===== config.mk =====
export PLATFORM = sky130hd
export DESIGN_NAME = ssmt_ctrl
export DESIGN_NICKNAME = d
export VERILOG_FILES = /design/src/hw/rtl/ssmt_pkg.sv /design/src/hw/rtl/ssmt_ctrl.sv
export SDC_FILE = /design/constraint.sdc
export NUM_CORES = 1
export LEC_CHECK = 0
export BUFFER_PORTS_ARGS = -buffer_cell sky130_fd_sc_hd__buf_2
export CORE_AREA = 2 2 39 41
export CTS_CLUSTER_SIZE = 16
export DETAILED_ROUTE_END_ITERATION = 8
export DIE_AREA = 0 0 41 43
export GPL_TIMING_DRIVEN = 0
export PLACE_DENSITY_LB_ADDON = 0.1
export SETUP_SLACK_MARGIN = 0.15
export SYNTH_ARGS = -nofsm -noshare
export SYNTH_HDL_FRONTEND = slang
export SYNTH_SLANG_ARGS = --single-unit

===== constraint.sdc =====
create_clock -name clk -period 1.7 [get_ports clk]
set_input_delay 0 -clock clk [delete_from_list [all_inputs] [get_ports clk]]
set_output_delay 0 -clock clk [all_outputs]
set_load 0.01 [all_outputs]

===== src/hw/rtl/ssmt_pkg.sv =====
package ssmt_pkg;

  localparam int MAX_IDS_DEF = 1024;

  localparam int CMD_W     = 3;
  localparam int ID_W      = 10;
  localparam int VAL_W     = 32;
  localparam int CNT_OUT_W = 11;
  localparam int LIM_W     = 17;

  localparam int IN_TDATA_W  = 48;
  localparam int OUT_TDATA_W = 48;

  localparam logic [CMD_W-1:0] CMD_INSERT = 3'd0;
  localparam logic [CMD_W-1:0] CMD_REMOVE = 3'd1;
  localparam logic [CMD_W-1:0] CMD_CLEAR  = 3'd2;
  localparam logic [CMD_W-1:0] CMD_COUNT  = 3'd3;
  localparam logic [CMD_W-1:0] CMD_QUERY  = 3'd4;

  typedef struct packed {
    logic accept;
    logic rd1;
    logic exec;
    logic load_out;
  } ssmt_ctl_t;

  typedef struct packed {
    logic out_free;
  } ssmt_sts_t;

endpackage


===== src/hw/rtl/ssmt_ctrl.sv =====
module ssmt_ctrl
  import ssmt_pkg::*;
(
  input  logic      clk,
  input  logic      rst_n,
  input  logic      in_tvalid,
  output logic      in_tready,
  input  ssmt_sts_t sts,
  output ssmt_ctl_t ctl
);

  typedef enum logic [3:0] {
    S_IDLE = 4'b0001,
    S_RD1  = 4'b0010,
    S_RD2  = 4'b0100,
    S_OUT  = 4'b1000
  } state_t;

  state_t state_r, state_nxt;
  logic   accept;

  assign in_tready = (state_r == S_IDLE) || ((state_r == S_OUT) && sts.out_free);
  assign accept    = in_tvalid && in_tready;

  always_comb begin
    ctl.accept   = accept;
    ctl.rd1      = (state_r == S_RD1);
    ctl.exec     = (state_r == S_RD2);
    ctl.load_out = (state_r == S_OUT) && sts.out_free;
  end

  always_comb begin
    state_nxt = state_r;
    case (state_r)
      S_IDLE: begin
        if (accept) state_nxt = S_RD1;
      end
      S_RD1: state_nxt = S_RD2;
      S_RD2: state_nxt = S_OUT;
      S_OUT: begin
        if (sts.out_free) state_nxt = accept ? S_RD1 : S_IDLE;
      end
      default: state_nxt = S_IDLE;
    endcase
  end

  always_ff @(posedge clk) begin
    if (!rst_n) begin
      state_r <= S_IDLE;
    end else begin
      state_r <= state_nxt;
    end
  end

endmodule


==> results of run 1 <==
critical path: cells and delay by family, from the launching register on:
family | cells | cell delay (ns)
DFF | 1 | 0.34
and+or+nand+nor | 3 | 0.40
AOI/OAI and AO/OA | 1 | 0.20
buffers and inverters | 2 | 0.25
layout make-up:
| type | count | area [um2] | area share, % |
|---|---|---|---|
| Multi-Input combinational cell | 20 | 142.6 | 41.76 |
| Sequential cell | 4 | 82.58 | 24.18 |
| Timing Repair Buffer | 9 | 50.05 | 14.65 |
| Clock buffer | 3 | 22.52 | 6.593 |
| Buffer | 3 | 20.02 | 5.861 |
| Tap cell | 16 | 20.02 | 5.861 |
| Inverter | 1 | 3.754 | 1.099 |
synthesized netlist by cell type:
master / n
dfxtp_1: 4
a21oi_1: 2
and2_1: 2
and3_1: 2
buf_4: 2
nor2b_1: 2
nor3_1: 2
nor4b_1: 2
a211oi_1: 1
clkbuf_2: 1
inv_2: 1
nand2_1: 1
nand2b_1: 1
nor2_1: 1
nor3_2: 1
nor4b_2: 1
o21a_1: 1
o221ai_1: 1
power groups by stage:
| stage | logic, uW | registers, uW | clock network (uW) |
|---|---|---|---|
| global route | 62.1 | 110 | 134 |
| CTS | 55.5 | 108 | 121 |
| finish | 55.3 | 110 | 113 |
| detailed placement | 53.4 | 110 | 0 |
| floorplan | 36.0 | 108 | 0 |
| global placement | 53.8 | 110 | 0 |
timing repair:
item / 4_1_cts / 5_1_grt
hold endpoints to repair: 1 / 0
gates resized for setup: 0 / 4
hold buffers: 1 / 0
endpoints found under the setup margin: 0 / 1
per-layer routing:
layer,track usage (%),vias to the layer above,routed length (um)
li1,-,126,-
met1,8.946,97,241
met2,12.19,3,266
met3,3.141,0,14
met4,8.000,0,0
met5,0,-,0
layout by cell type (no fill, tap or decap):
master,instances
nor3_1,2
a211oi_1,1
nor3_2,1
nand2b_1,1
dlygate4sd3_1,1
a21oi_1,2
dfxtp_2,2
nor2b_2,2
and3_1,2
o21a_1,1
buf_4,2
clkbuf_4,3
nor4b_2,1
buf_2,8
inv_2,1
nor4b_1,2
o221ai_1,1
dfxtp_1,2
clkbuf_2,1
nand2_1,1
nor2_1,1
and2_1,2
worst paths after layout:
kind,cells after the start,endpoint,startpoint
worst min register to register,1,state_r[3],state_r[0]
worst max register to register,3,state_r[0],state_r[2]
worst max-delay path,6,ctl[3],state_r[3]
worst min-delay path,2,state_r[0],in_tvalid
metrics by stage:
| step | total power (uW) | hold WS (ns) | setup slack, ns |
|---|---|---|---|
| 4_1_cts | 284.6 | 0.03751 | 0.1843 |
| 3_3_place_gp | 163.7 | 0.2341 | 0.4335 |
| 2_1_floorplan | 143.7 | 0.07862 | 0.5287 |
| 6_report | 277.8 | 0.03626 | 0.2913 |
| 3_5_place_dp | 163.2 | 0.2299 | 0.4346 |
| 5_1_grt | 306.5 | 0.05258 | 0.1794 |
logic make-up (layout without fill, tap and decap cells):
family	count (synthesis)	in the layout	synth area share, %
AO/OA/AOI/OAI	5	5	13.99
buffers and inverters	4	16	9.839
flip-flops	4	4	33.16
AND/OR/NAND/NOR	15	15	43.00
==> flow_metrics.tcl, run 1 <==
set metrics [dict create \
    reg2reg_slack_ns 0.57 \
    ios 9 \
    cts_sinks 4 \
    cap_violations 0 \
    post_cts_buffers 0 \
    hold_class "in2reg" \
    clk_latency_ns 0.23 \
    p_sw_uw 68.57 \
    slew_headroom_pct 80.47 \
    largest_reg_flops 4 \
    regMostFlops "state_r" \
    syn_inst 28 \
    maxSlewViolCount 0 \
    drc 0 \
    fill_cells 155 \
    p_int_uw 209.2 \
    die_w_um 41 \
    start_util_pct 17.45 \
    die-area_um2 1763 \
    rows 14 \
    p_seq_share_pct 39.4 \
    cts_max_level 1 \
    top_regs "state_r x4" \
    peakVddDrop_mv 0.3443 \
    via_per_inst 4.036 \
    p_sw_share_pct 24.69 \
    worstSetupPathType "reg2out" \
    numCtsBuffers 3 \
    final_cell_area_um2 341.6 \
    grt_usage_pct 8.517 \
    die_h_um 43 \
    grt_max_degree 9 \
    powerDensity_nw_per_um2 813.2 \
    overflow 0 \
    max_freq_mhz 709.9 \
    placed_area_um2 301.5 \
    comb_power_share_pct 19.9 \
    worstMarginPinSlew_ns 0.2923 \
    drtIter0Drc 4 \
    cts_buffer_depth 2 \
    drt_pass1_iterations 2 \
    vias 226 \
    n_antenna_cell 0 \
    synthDistinctLibCells 18 \
    grt_pass1_vias 225 \
    syn_nets 32 \
    area_growth_pct 41.45 \
    dp_hpwl_um 402.8 \
    synth.largest_area_cell "dfxtp_1" \
    synth.area.top_cells "dfxtp_1 (33%), nor4b_1 (7.3%), buf_4 (6.2%)" \
    place_inst 52 \
    power_frac_clock_pct 40.7 \
    drt-total-wl_um 522 \
    rsz0062_at_grt "no" \
    path_cells "nor2b_2 > a21oi_1 > nor3_2 > and2_1 > buf_4 > buf_2" \
    syn-cell-area_um2 241.5 \
    post_synth.cell_area_avg_um2 8.624 \
    worstPathArrival_ns 1.41 \
    utilization_pct 24.68 \
    drive_gt1_share_pct 52.50 \
    wire_per_inst_um 9.321 \
    crit_slowest_cell "dfxtp_2" \
    seq_area_frac_synth_pct 33.16 \
    yosysWarnings 0 \
    clk_pin_slew_worst_paths_ns 0.04 \
    min_period_ns 1.409 \
    clock_skew_ns 0.001834 \
    hold_violations 0 \
    status "completed" \
    finalNonFillerCells 56 \
    portBuffers 8 \
    max_stage_delay_ns 0.34 \
    cp_max_fo 6 \
    worstSetupStartpointType "flop" \
    core-area_um2 1384 \
    nNetsFinal 46 \
    gp_congestion 0.6428 \
    finalSetupViolations 0 \
    antenna_found_initial 0 \
    required_ns 1.70 \
    synth_seq_cells 4 \
    yosys.area.top_type_share_pct 33.16 \
    root_buffer "clkbuf_4" \
    min_period_over_period_pct 82.87 \
    end_kind "output pin" \
    cts_tree "done" \
    ant_nets 0 \
    grt_pass1_wl_um 945 \
    setup_tns_ns 0 \
    p_leak_uw 0.0001488 \
]
Power figures use the tool's default switching activity.
==> run 2: changes to the inputs <==
ABC_AREA = 1   (was not set)
clock period = 1.4 ns   (was 1.7 ns; I/O delays follow)
==> run 2 against run 1 <==
Sequential cell count unchanged. Clock-buffer cell count unchanged. Power up 38%. Synthesized cell count up 39%. Routed wire length up 16%. Global-route usage up 0.21 points. Cell area up 11%. Area after synthesis down 2.6%. Die area unchanged. Critical path type unchanged.
==> flow_metrics.tcl, run 2 <==
set metrics [dict create \
    powerDensity_nw_per_um2 1015 \
    post_synth.cell_area_avg_um2 6.031 \
    end_kind "output pin" \
    cts_buffer_depth 2 \
    vias 258 \
    clk_latency_ns 0.24 \
    worstSetupStartpointType "flop" \
    synthDistinctLibCells 10 \
    drc 0 \
    seq_area_um2 85.08 \
    grt_pass1_wl_um 972 \
    die_w_um 41 \
    wire_per_inst_um 8.657 \
    layout_setup_ws_ns 0.1669 \
    synth_xor_area_share_pct 0 \
    finalSetupViolations 0 \
    reg2reg_depth 8 \
    muxShareOfSynthArea_pct 0 \
    core-area_um2 1384 \
    drtIter0Drc 1 \
    worstPathArrival_ns 1.23 \
    regMostFlops "state_r" \
    synth_seq_cells 4 \
    multi_input_area_um2 123.9 \
    via_per_inst 3.686 \
    maxSlewViolCount 0 \
    grt_pass1_vias 258 \
    postCtsHoldBufs 0 \
    ios 9 \
    cts_tree "done" \
    die_h_um 43 \
    yosys-top-cells-count "inv_1 (11), nand2_1 (9), dfxtp_1 (4), nand3_1 (4), nor2_1 (4)" \
    hold_violations 0 \
    syn-cell-area_um2 235.2 \
    die-area_um2 1763 \
    cts_max_level 1 \
    synth.area.top_cells "dfxtp_1 (34%), inv_1 (18%), nand2_1 (14%)" \
    root_buffer "clkbuf_4" \
    fill_cells 175 \
    drive_gt1_share_pct 51.85 \
    worstMarginPinSlew_ns 0.1394 \
    synth_edf_count 0 \
    final_common_cell "inv_1" \
    syn_nets 43 \
    n_antenna_cell 0 \
    synth_most_common_cell "inv_1" \
    overflow 0 \
    synth.largest_area_cell "dfxtp_1" \
    yosys.area.top_type_share_pct 34.04 \
    cap_violations 0 \
    crit_end "ctl[2]" \
    min_period_over_period_pct 88.08 \
    clk_pin_slew_worst_paths_ns 0.05 \
    met1_length_um 270 \
    slew_headroom_pct 90.68 \
    wl_met2_um 325 \
    grt_usage_pct 8.726 \
    grt_max_degree 4 \
    cp_max_fo 3 \
    crit_slowest_cell "dfxtp_2" \
    cp_common_cell "buf_4" \
    topRoutingLayerUsed "met3" \
    area_growth_pct 60.64 \
    hold_class "in2reg" \
    p_leak_uw 0.0002414 \
    setup_tns_ns 0 \
    cts_sinks 4 \
    top_regs "state_r x4" \
    nNetsFinal 60 \
    syn_inst 39 \
    drt_pass1_iterations 4 \
    worstSetupPathType "reg2out" \
    numCtsBuffers 3 \
    rsz0062_at_grt "yes" \
    drt-total-wl_um 606 \
    yosys.area_share.adder_pct 0 \
    r2r-start "state_r[2]" \
    peakVddDrop_mv 0.4874 \
    start_util_pct 17.00 \
    min_period_ns 1.233 \
    path_cells "nor2_2 > buf_4 > nand3_1 > inv_1 > buf_4 > buf_2" \
    dp_hpwl_um 425.7 \
    seq_area_frac_synth_pct 34.04 \
    portBuffers 8 \
    gp_congestion 0.6722 \
    yosys.area_share.simple_pct 39.89 \
    holdWs_ns 0.01797 \
    hold_start "rst_n" \
    ys.flop_type "dfxtp_1" \
    rows 14 \
    status "completed" \
    max_freq_mhz 811.0 \
    largest_reg_flops 4 \
    synth_top_family_by_area "simple AND/OR/NAND/NOR gates" \
    yosysWarnings 0 \
    synth_compound_area_share_pct 2.128 \
    ant_nets 0 \
    required_ns 1.40 \
    max_stage_delay_ns 0.33 \
    async_flop_share_pct 0 \
    r2r_end "state_r[0]" \
    place_ws_ns 0.2460 \
    startpoint "state_r[2]" \
    clock_skew_ns 0.009120 \
    antenna_found_initial 0 \
    dr_wl_met3_um 10 \
    final_cell_mix "inv_1 (11), buf_2 (8), nand2_1 (7)" \
    reg2reg_slack_ns 0.17 \
]
==> run 2: metal layers <==
layer	GRT usage (%)	up-vias
met1	9.615	114
met5	0	-
li1	-	142
met3	3.141	0
met2	12.19	2
met4	8.000	0
==> run 2: area by class of cell <==
type                            instances  share of cell area [%]
Buffer                                  2                   3.974
Clock buffer                            3                   5.960
Inverter                               11                   10.93
Multi-Input combinational cell         22                   32.78
Sequential cell                         4                   22.52
Tap cell                               16                   5.298
Timing Repair Buffer                   12                   18.54
==> run 2: worst min path at each step <==
stage	end	depth (start not counted)
floorplan	ctl[0]	2
finish	state_r[0]	4
CTS	state_r[2]	3
global placement	state_r[0]	4
detailed placement	state_r[2]	3
global route	state_r[1]	3
==> run 2: critical path, delay by kind of cell (launching register included) <==
kind / cells / cell delay, ns
simple gates: 2 / 0.25
buf+inv: 4 / 0.41
flops: 1 / 0.33
==> run 2: cell families (layout without fill, tap and decap cells) <==
family          Yosys count  after routing
simple gates             21             21
buf+inv                  13             28
flops                     4              4
compound gates            1              1
==> run 2: what timing repair did <==
item / 4_1_cts / 5_1_grt
setup endpoints to repair: 1 / 2
resized for setup: 5 / 6
pin swaps: 5 / 5
endpoints found under the hold margin: 0 / 0
buffers inserted: 2 / 2
gates cloned: 0 / 0
==> run 2: where the power goes <==
group          internal (uW)  total [uW]  leakage (uW)  switching [uW]
combinational           53.0         101      0.000194            47.6
clock                   96.4         150     0.0000138            53.9
sequential               123         133     0.0000339            9.46
==> run 2: per-stage QoR <==
| step | instance area, um2 | total power, uW | util, % | cells |
|---|---|---|---|---|
| 6_report | 377.9 | 383.5 | 27.31 | 70 |
| 5_1_grt | 377.9 | 415.6 | 27.31 | 70 |
| 4_1_cts | 346.6 | 370.3 | 25.05 | 68 |
| 3_5_place_dp | 295.3 | 200.3 | 21.34 | 63 |
| 3_3_place_gp | 295.3 | 200.9 | 21.34 | 63 |
| 2_1_floorplan | 235.2 | 177.4 | - | 39 |
